### config.mk
export PLATFORM = sky130hd
export DESIGN_NAME = midpoint_ellipse_rasterizer
export DESIGN_NICKNAME = d
export VERILOG_FILES = /design/src/rtl/mer_pkg.sv /design/src/rtl/midpoint_ellipse_rasterizer.sv /design/src/rtl/mer_mul.sv /design/src/rtl/mer_out.sv
export SDC_FILE = /design/constraint.sdc
export NUM_CORES = 2
export LEC_CHECK = 0
export ABC_CLOCK_PERIOD_IN_PS = 9600
export BUFFER_PORTS_ARGS = -buffer_cell sky130_fd_sc_hd__buf_2
export CAP_MARGIN = 20
export CORE_UTILIZATION = 55
export DETAILED_ROUTE_END_ITERATION = 8
export PLACE_DENSITY_LB_ADDON = 0.2
export SETUP_SLACK_MARGIN = 0.5
export SLEW_MARGIN = 20
export SYNTH_ARGS = -nofsm -noshare
export SYNTH_HDL_FRONTEND = slang
export SYNTH_HIERARCHICAL = 1
export SYNTH_SLANG_ARGS = --single-unit
### constraint.sdc
create_clock -name i_clk -period 9.6 [get_ports i_clk]
set_input_delay 1.44 -clock i_clk [delete_from_list [all_inputs] [get_ports i_clk]]
set_output_delay 1.44 -clock i_clk [all_outputs]
set_load 0.01 [all_outputs]
### src/rtl/mer_pkg.sv
// shared types and constants of the midpoint ellipse rasterizer
`timescale 1ns / 1ps

package mer_pkg;

    // default pixel coordinate width
    localparam int COORD_BITS_DEF = 12;

    // item kinds carried on the input tuser
    localparam logic KIND_START   = 1'b0;
    localparam logic KIND_ADVANCE = 1'b1;

    // output tuser layout
    localparam int TUSER_BITS  = 2;
    localparam int TUSER_VALID = 0;
    localparam int TUSER_DEGEN = 1;

    // result flags handed to the output stage
    typedef struct packed {
        logic degenerate;
        logic last;
        logic valid_res;
    } t_flags;

endpackage

### src/rtl/midpoint_ellipse_rasterizer.sv
// top level of the two-region midpoint ellipse rasterizer
//
//  channel  dir  tdata (low bit up)                         tuser / tlast
//  s_axis   in   corner_x0, corner_y0, corner_x1, corner_y1  tuser: kind
//  m_axis   out  x_plus, x_minus, y_plus, y_minus            tuser: valid_res, degenerate
//                                                             tlast: last
//
// one item at a time; s_axis_tready is high only while the sequencer is idle
// a start, a region-one step, a region-two step and the step that crosses into region
// two each make passes through the one registered multiplier; a flat box or an advance
// with no ellipse goes straight to the output state
// a finished result waits in the output register and a new item is taken meanwhile;
// the sequencer holds its result while the output register is still full
// reset is synchronous, active low, and clears the control state only
`timescale 1ns / 1ps

module midpoint_ellipse_rasterizer #(
    parameter  int COORD_BITS = mer_pkg::COORD_BITS_DEF,
    localparam int DATA_BITS  = ((4 * COORD_BITS + 7) / 8) * 8
) (
    input  logic                            i_clk,
    input  logic                            i_rst_n,
    input  logic                            s_axis_tvalid,
    output logic                            s_axis_tready,
    input  logic [DATA_BITS-1:0]            s_axis_tdata,  // corner_x0, corner_y0, corner_x1, corner_y1
    input  logic [0:0]                      s_axis_tuser,  // kind
    output logic                            m_axis_tvalid,
    input  logic                            m_axis_tready,
    output logic [DATA_BITS-1:0]            m_axis_tdata,  // x_plus, x_minus, y_plus, y_minus
    output logic [mer_pkg::TUSER_BITS-1:0]  m_axis_tuser,  // valid_res, degenerate
    output logic                            m_axis_tlast   // last
);

    import mer_pkg::*;

    localparam int C   = COORD_BITS;
    localparam int OPW = 2 * C + 2;
    localparam int PW  = 2 * OPW;
    localparam int DW  = (PW > 64) ? 64 : PW;
    localparam int AW  = 3 * C + 1;
    localparam int W2  = 2 * C;

    typedef enum logic [4:0] {
        S_IDLE, S_S1, S_S2, S_S3, S_S4,
        S_R1A, S_R1B, S_R1C, S_R1D,
        S_T1, S_T2, S_T3, S_T4, S_T5, S_T6,
        S_R2A, S_R2B, S_R2C, S_OUT
    } t_state;

    typedef enum logic [1:0] {RES_ZERO, RES_DEGEN, RES_EMIT} t_res;

    t_state          r_state;
    t_res            r_res_sel;
    logic            r_active;
    logic            r_region_two;
    logic [C-1:0]    r_cx, r_cy, r_wspan, r_hspan, r_sx, r_sy;
    logic [W2-1:0]   r_w2, r_h2, r_u;
    logic [AW-1:0]   r_a, r_b;
    logic [OPW-1:0]  r_t;
    logic [DW-1:0]   r_acc, r_dec;

    logic [OPW-1:0]  mul_a, mul_b;
    logic [PW-1:0]   prod;
    logic            neg;
    logic            accept;
    logic            out_free;
    logic            out_load;
    t_flags          res_flags;
    logic [DATA_BITS-1:0] res_data;

    logic [C-1:0]    in_x0, in_y0, in_x1, in_y1;
    logic [C-1:0]    min_x, min_y, span_w, span_h;

    // input unpacking and box set-up
    assign in_x0  = s_axis_tdata[C-1:0];
    assign in_y0  = s_axis_tdata[2*C-1:C];
    assign in_x1  = s_axis_tdata[3*C-1:2*C];
    assign in_y1  = s_axis_tdata[4*C-1:3*C];
    assign min_x  = (in_x0 < in_x1) ? in_x0 : in_x1;
    assign min_y  = (in_y0 < in_y1) ? in_y0 : in_y1;
    assign span_w = (in_x0 < in_x1) ? (in_x1 - in_x0) : (in_x0 - in_x1);
    assign span_h = (in_y0 < in_y1) ? (in_y1 - in_y0) : (in_y0 - in_y1);

    assign s_axis_tready = (r_state == S_IDLE);
    assign accept        = s_axis_tvalid && s_axis_tready;
    assign neg           = r_dec[DW-1];
    assign out_load      = (r_state == S_OUT) && out_free;

    // operand selection for the shared multiplier
    always_comb begin
        mul_a = '0;
        mul_b = '0;
        case (r_state)
            S_S1: begin
                mul_a = OPW'(r_wspan);
                mul_b = OPW'(r_wspan);
            end
            S_S2: begin
                mul_a = OPW'(r_hspan);
                mul_b = OPW'(r_hspan);
            end
            S_S3: begin
                mul_a = OPW'(r_w2);
                mul_b = OPW'(r_hspan);
            end
            S_R1A, S_R2A: begin
                mul_a = OPW'(r_w2);
                mul_b = OPW'({r_sy, 1'b0} - (C + 1)'(1));
            end
            S_R1B, S_R2B: begin
                mul_a = OPW'(r_h2);
                mul_b = OPW'({1'b0, r_sx} + (C + 1)'(1));
            end
            S_T1: begin
                mul_a = OPW'({r_sx, 1'b1});
                mul_b = OPW'({r_sx, 1'b1});
            end
            S_T2: begin
                mul_a = OPW'(r_sy - C'(1));
                mul_b = OPW'(r_sy - C'(1));
            end
            S_T3: begin
                mul_a = OPW'(r_h2);
                mul_b = r_t;
            end
            S_T4: begin
                mul_a = OPW'(r_w2);
                mul_b = OPW'(r_u);
            end
            S_T5: begin
                mul_a = OPW'(r_w2);
                mul_b = OPW'(r_h2);
            end
            default: begin
                mul_a = '0;
                mul_b = '0;
            end
        endcase
    end

    mer_mul #(
        .OP_BITS (OPW)
    ) u_mul (
        .i_clk  (i_clk),
        .i_a    (mul_a),
        .i_b    (mul_b),
        .o_prod (prod)
    );

    // sequencer and datapath registers
    always_ff @(posedge i_clk) begin
        if (!i_rst_n) begin
            r_state      <= S_IDLE;
            r_res_sel    <= RES_ZERO;
            r_active     <= 1'b0;
            r_region_two <= 1'b0;
        end else begin
            case (r_state)
                S_IDLE: begin
                    if (accept) begin
                        if (s_axis_tuser[0] == KIND_START) begin
                            r_wspan      <= span_w;
                            r_hspan      <= span_h;
                            r_cx         <= min_x + (span_w >> 1);
                            r_cy         <= min_y + (span_h >> 1);
                            r_sx         <= '0;
                            r_sy         <= span_h >> 1;
                            r_region_two <= 1'b0;
                            if (span_h <= C'(1)) begin
                                r_active  <= 1'b0;
                                r_dec     <= '0;
                                r_res_sel <= RES_DEGEN;
                                r_state   <= S_OUT;
                            end else begin
                                r_state <= S_S1;
                            end
                        end else if (!r_active) begin
                            r_res_sel <= RES_ZERO;
                            r_state   <= S_OUT;
                        end else if (r_region_two) begin
                            r_state <= S_R2A;
                        end else begin
                            r_state <= S_R1A;
                        end
                    end
                end
                // squared spans, then the region-one start term
                S_S1: r_state <= S_S2;
                S_S2: begin
                    r_w2    <= prod[W2-1:0];
                    r_state <= S_S3;
                end
                S_S3: begin
                    r_h2    <= prod[W2-1:0];
                    r_state <= S_S4;
                end
                S_S4: begin
                    r_dec     <= (DW'(r_h2) << 2) + DW'(r_w2) - (prod[DW-1:0] << 1);
                    r_active  <= 1'b1;
                    r_res_sel <= RES_EMIT;
                    r_state   <= S_OUT;
                end
                // region one: slope test, then the decision update
                S_R1A: r_state <= S_R1B;
                S_R1B: begin
                    r_a     <= prod[AW-1:0];
                    r_state <= S_R1C;
                end
                S_R1C: begin
                    r_b <= prod[AW-1:0];
                    if ((r_sy != '0) && ({1'b0, r_a} > {prod[AW-1:0], 1'b0})) begin
                        r_state <= S_R1D;
                    end else begin
                        r_state <= S_T1;
                    end
                end
                S_R1D: begin
                    r_dec <= r_dec + (DW'(r_b) << 3) + (DW'(r_h2) << 2)
                           - (neg ? DW'(0) : ((DW'(r_a) << 2) - (DW'(r_w2) << 2)));
                    if (!neg) begin
                        r_sy <= r_sy - C'(1);
                    end
                    r_sx      <= r_sx + C'(1);
                    r_res_sel <= RES_EMIT;
                    r_state   <= S_OUT;
                end
                // region-two start term from the current step
                S_T1: r_state <= S_T2;
                S_T2: begin
                    r_t     <= prod[OPW-1:0];
                    r_state <= S_T3;
                end
                S_T3: begin
                    r_u     <= prod[W2-1:0];
                    r_state <= S_T4;
                end
                S_T4: begin
                    r_acc   <= prod[DW-1:0];
                    r_state <= S_T5;
                end
                S_T5: begin
                    r_acc   <= r_acc + (prod[DW-1:0] << 2);
                    r_state <= S_T6;
                end
                S_T6: begin
                    r_dec        <= r_acc - prod[DW-1:0];
                    r_region_two <= 1'b1;
                    r_state      <= S_R2A;
                end
                // region two step
                S_R2A: r_state <= S_R2B;
                S_R2B: begin
                    r_a     <= prod[AW-1:0];
                    r_state <= S_R2C;
                end
                S_R2C: begin
                    r_dec <= r_dec + (neg ? (prod[DW-1:0] << 3) : DW'(0))
                           - (DW'(r_a) << 2) + (DW'(r_w2) << 3);
                    if (neg) begin
                        r_sx <= r_sx + C'(1);
                    end
                    r_sy      <= r_sy - C'(1);
                    r_res_sel <= RES_EMIT;
                    r_state   <= S_OUT;
                end
                // hand the result to the output register
                S_OUT: begin
                    if (out_free) begin
                        if ((r_res_sel == RES_EMIT) && (r_sy == '0)) begin
                            r_active <= 1'b0;
                        end
                        r_state <= S_IDLE;
                    end
                end
                default: r_state <= S_IDLE;
            endcase
        end
    end

    // result composition
    always_comb begin
        res_flags = '0;
        res_data  = '0;
        case (r_res_sel)
            RES_EMIT: begin
                res_flags.valid_res = 1'b1;
                res_flags.last      = (r_sy == '0);
                res_data = DATA_BITS'({r_cy - r_sy, r_cy + r_sy, r_cx - r_sx, r_cx + r_sx});
            end
            RES_DEGEN: begin
                res_flags.degenerate = 1'b1;
            end
            default: begin
                res_flags = '0;
                res_data  = '0;
            end
        endcase
    end

    mer_out #(
        .DATA_BITS (DATA_BITS)
    ) u_out (
        .i_clk    (i_clk),
        .i_rst_n  (i_rst_n),
        .i_load   (out_load),
        .i_flags  (res_flags),
        .i_data   (res_data),
        .o_free   (out_free),
        .o_tvalid (m_axis_tvalid),
        .i_tready (m_axis_tready),
        .o_tdata  (m_axis_tdata),
        .o_tuser  (m_axis_tuser),
        .o_tlast  (m_axis_tlast)
    );

endmodule

### src/rtl/mer_mul.sv
// shared multiplier with a registered product
`timescale 1ns / 1ps

module mer_mul #(
    parameter int OP_BITS = 26
) (
    input  logic                   i_clk,
    input  logic [OP_BITS-1:0]     i_a,
    input  logic [OP_BITS-1:0]     i_b,
    output logic [2*OP_BITS-1:0]   o_prod
);

    logic [2*OP_BITS-1:0] r_prod;

    // one product per cycle, available the cycle after the operands
    always_ff @(posedge i_clk) begin
        r_prod <= {{OP_BITS{1'b0}}, i_a} * {{OP_BITS{1'b0}}, i_b};
    end

    assign o_prod = r_prod;

endmodule

### src/rtl/mer_out.sv
// output register holding one result item until the sink takes it
`timescale 1ns / 1ps

module mer_out #(
    parameter int DATA_BITS = 48
) (
    input  logic                          i_clk,
    input  logic                          i_rst_n,
    input  logic                          i_load,
    input  mer_pkg::t_flags               i_flags,
    input  logic [DATA_BITS-1:0]          i_data,
    output logic                          o_free,
    output logic                          o_tvalid,
    input  logic                          i_tready,
    output logic [DATA_BITS-1:0]          o_tdata,
    output logic [mer_pkg::TUSER_BITS-1:0] o_tuser,
    output logic                          o_tlast
);

    import mer_pkg::*;

    logic                 r_valid;
    logic [DATA_BITS-1:0] r_data;
    t_flags               r_flags;

    // occupancy of the result register
    always_ff @(posedge i_clk) begin
        if (!i_rst_n) begin
            r_valid <= 1'b0;
        end else if (i_load) begin
            r_valid <= 1'b1;
        end else if (i_tready) begin
            r_valid <= 1'b0;
        end
    end

    // payload, no reset
    always_ff @(posedge i_clk) begin
        if (i_load) begin
            r_data  <= i_data;
            r_flags <= i_flags;
        end
    end

    assign o_free   = !r_valid || i_tready;
    assign o_tvalid = r_valid;
    assign o_tdata  = r_data;
    assign o_tlast  = r_flags.last;

    // flags that say what the data is
    always_comb begin
        o_tuser              = '0;
        o_tuser[TUSER_VALID] = r_flags.valid_res;
        o_tuser[TUSER_DEGEN] = r_flags.degenerate;
    end

endmodule

==> metrics <==
max-capacitance violation count 0; Relative slew margins 0.3943; max-slew violation count 0; area of the mapped netlist 0.06452 mm²; std cell rows about 130; startpoint of the most critical hold path r_region_two; number of cells in the finished layout apart from fillers 8795; kind of critical path flop to flop; share of the synthesized area in the top cell type 0.2274; Max clock buf depth 3; cell family contributing the most delay on the critical path adder cells; final routed wire length divided by cell count 22.05 µm; critical-path cell with the highest stage delay sky130_fd_sc_hd__fa_1; placed cell count 8672; final setup violation count 0; clock transition at the registers of the reported paths 70 ps; via total after detailed routing 52236; maximum frequency from static timing analysis 0.1142 GHz; minimum setup slack among reg-to-reg paths 840 ps; distinct cell type count after synthesis around 100; top metal layer carrying routed signals met4; most used flip-flop cell after synthesis sky130_fd_sc_hd__edfxtp_1; count of nets after finishing just under 9000; sum of negative setup slack 0 ps; worst flop-to-flop path endpoint u_mul/o_prod[48]; number of buffers added by the clock tree synthesis step 54; EDFF count, synth around 400; number of cells on the worst reg-to-reg path 31; Vert. Die Dim 344.5 µm; Sinks on Clock Net 460; Clock Latency Late Sink 670 ps; number of detailed-routing iterations run before antenna repair 9; slowest cell delay on critical path approximately 600 ps; Clock Skews 71.58 ps; initial core utilization 0.5553; critical path peak fanout 14; Met2 Routed Length 85710 µm; status complete, no violations; average via count per standard cell 5.939; drt total wl 194000 µm; count of cells along the worst hold path 2; library cell with the largest summed area after synthesis sky130_fd_sc_hd__fa_1; initial antenna violation count 1; Detail Route met3 WL 17720 µm; largest net degree at the start of global routing 80; die width 344.5 µm; kind of capture point of the worst setup path flop; launch point of the worst reg-to-reg path r_state[1]; Synth Warn # 6; count of final hold-check violations 0; required time of the critical path 10080 ps; main area contributors after synthesis sky130_fd_sc_hd__fa_1 (23%), sky130_fd_sc_hd__edfxtp_1 (19%), sky130_fd_sc_hd__ha_1 (13%); M1 WL 86370 µm; total track usage 0.3287; Total Power Consumption ~14 mW; synthesized flop and latch total 460; Area after DPL 0.06741 mm²; Top-Level Pins around 110; post-synthesis instance total 7147; Hold-fix buffers, CTS 0; buffers and inverters on the worst path 9; Final Wtd Congestion 0.9778; CTS H-tree depth 2; fraction of the cycle the final worst path needs 0.9123; PwrDens roughly 200 mW/mm²; Post-route DRC 0; Final HPWL DP 155300 µm; Mean Syn Cell Area 9.028 µm²; post-detailed-route count of antenna-violating nets 0; synth-to-layout area growth 7.863%; Worst Hold End r_region_two; post-route cell area 0.06960 mm²; cell at the root of the clock tree sky130_fd_sc_hd__clkbuf_16; proportion of layout cells with a drive suffix above 1 0.06768; worst ir drop on vdd 0.1574 mV; leakage power figure approximately 33 nW; Tightest Pin Transition 896.8 ps; most frequent CP cell sky130_fd_sc_hd__fa_1; wire length of the first global-routing pass between 300000 and 400000 µm; setup repair after global routing missed its margin no; Core Box Area 0.1162 mm²; detailed router's first-iteration violation count 4835; Syn Nets approximately 8600; hold crit path type flop to flop; Die Footprint 0.1187 mm²; number of buffers inserted by port buffering 105; crit path DAT 9240 ps; number of global-route vias before repair 52802; sequential fraction of the synthesis area 0.2045; min cycle time layout 8758 ps; Async SR Flop Fraction 0; launching element type of the critical path flop; CTS tree done; GR Overflow Total 0
-- timing repair --
action | 4_1_cts | 5_1_grt
buffers inserted | 0 | 17
setup endpoints to repair | 0 | 24
resized for setup | 0 | 52
-- report_power, final --
part	leakage, nW	internal (mW)	switching [mW]	total [mW]
clock	0.830	1.14	0.923	2.06
combinational	27.5	3.32	5.56	8.88
sequential	4.20	2.47	0.214	2.68
total	32.5	6.93	6.69	13.6
-- Yosys cell counts, types with 31 or more instances --
master                     number
sky130_fd_sc_hd__nand2b_1      75
sky130_fd_sc_hd__o21a_1        48
sky130_fd_sc_hd__nor2b_1       54
sky130_fd_sc_hd__a21o_1       195
sky130_fd_sc_hd__edfxtp_1     398
sky130_fd_sc_hd__and3_1        48
sky130_fd_sc_hd__nand4_1       62
sky130_fd_sc_hd__inv_1       1182
sky130_fd_sc_hd__or3_1         31
sky130_fd_sc_hd__and2_1       409
sky130_fd_sc_hd__dfxtp_1       62
sky130_fd_sc_hd__a221oi_1      32
sky130_fd_sc_hd__a21oi_1      438
sky130_fd_sc_hd__a211oi_1      39
sky130_fd_sc_hd__ha_1         665
sky130_fd_sc_hd__clkbuf_1     248
sky130_fd_sc_hd__nand3_1       90
sky130_fd_sc_hd__nor2_1       278
sky130_fd_sc_hd__a31oi_1       40
sky130_fd_sc_hd__o21ai_1       39
sky130_fd_sc_hd__o211ai_1      31
sky130_fd_sc_hd__o21ai_0      309
sky130_fd_sc_hd__fa_1         733
sky130_fd_sc_hd__xnor2_1      270
sky130_fd_sc_hd__nand2_1      699
sky130_fd_sc_hd__xor2_1       117
sky130_fd_sc_hd__nor3_1        86
sky130_fd_sc_hd__o21bai_1      72
-- worst max path at each step --
stage,endpoint,cells after the start,start,slack [ps]
final,u_mul/o_prod[48],31,r_state[1],840
after global routing,u_mul/o_prod[49],32,r_sy[1],450
after CTS,u_mul/o_prod[49],31,r_sy[1],520
after detailed placement,u_mul/o_prod[49],31,r_sy[1],570
after global placement,u_mul/o_prod[48],29,r_sy[1],660
after floorplan,u_mul/o_prod[48],32,r_sy[6],1180
-- cell families after synthesis --
kind of cell               count (synthesis)  synth area share
DFF                                      460            0.2045
muxes                                     25          0.003956
xor gates and xnor gates                 387           0.05253
AOI/OAI and AO/OA                       1508            0.1509
and+or+nand+nor                         1915            0.1466
adders and majority gates               1399            0.3565
buffers and inverters                   1453           0.08505
-- area by class of cell --
cell class	count	area (µm²)
clock inverters	34	310.3
repair buffers	291	2132
diodes	2	5.005
multi-input cells	5236	46190
inverters	1183	4441
clock buffers	65	1413
well taps	1524	1907
fillers	10176	46610
flip-flops and latches	460	13200
-- worst reg2reg max path: cells and delay by family (launching register included) --
kind                     cells  cell delay [ps]
flip-flops                   1              310
AND/OR/NAND/NOR              6             1870
buffers and inverters        9             1110
AO/OA/AOI/OAI                7             1070
XOR/XNOR                     1              140
adder cells (fa/ha/maj)      8             4060
-- stage by stage --
step                hold WS [ps]  setup slack, ps  utilization
floorplan                  446.2             1182            -
global placement           489.0            662.3       0.5800
detailed placement         503.8            574.2       0.5801
CTS                        512.9            515.2       0.5950
global route               558.4            452.6       0.5989
finish                     522.6            842.0       0.5989
-- layout by cell type, fill, tap and decap left out, types with 30 or more instances in the layout --
master                      instances
sky130_fd_sc_hd__or3_1             31
sky130_fd_sc_hd__inv_1           1182
sky130_fd_sc_hd__nor3_1            79
sky130_fd_sc_hd__nand2b_1          74
sky130_fd_sc_hd__clkbuf_16         55
sky130_fd_sc_hd__a21o_1           195
sky130_fd_sc_hd__a222oi_1          30
sky130_fd_sc_hd__a211oi_1          38
sky130_fd_sc_hd__xnor2_1          266
sky130_fd_sc_hd__o21a_1            48
sky130_fd_sc_hd__fa_1             733
sky130_fd_sc_hd__o211ai_1          31
sky130_fd_sc_hd__dfxtp_1           59
sky130_fd_sc_hd__edfxtp_1         398
sky130_fd_sc_hd__a31oi_1           40
sky130_fd_sc_hd__xor2_1           117
sky130_fd_sc_hd__buf_4            164
sky130_fd_sc_hd__o21ai_0          306
sky130_fd_sc_hd__buf_2            105
sky130_fd_sc_hd__and2_1           408
sky130_fd_sc_hd__nand3_1           87
sky130_fd_sc_hd__o21bai_1          72
sky130_fd_sc_hd__nand4_1           62
sky130_fd_sc_hd__o21ai_1           39
sky130_fd_sc_hd__ha_1             656
sky130_fd_sc_hd__and3_1            45
sky130_fd_sc_hd__nor2_1           268
sky130_fd_sc_hd__nor2b_1           54
sky130_fd_sc_hd__nand2_1          695
sky130_fd_sc_hd__a21oi_1          438
-- layer usage --
layer  global-route usage  up-vias
met5                    0        -
met3              0.05225      231
li1                     -    24035
met4              0.07153        0
met1               0.4844    25753
met2               0.5088     2217
-- flip-flops by register name, indices dropped and copies added, names as in the netlist, 24 cells and up --
register and cells:
r_a 37, r_acc 52, r_b 37, r_dec 51, r_h2 24, r_t 26, r_u 24, r_w2 24
u_mul/o_prod 52, u_out/o_tdata 48
(Power assumes the default switching activity.)
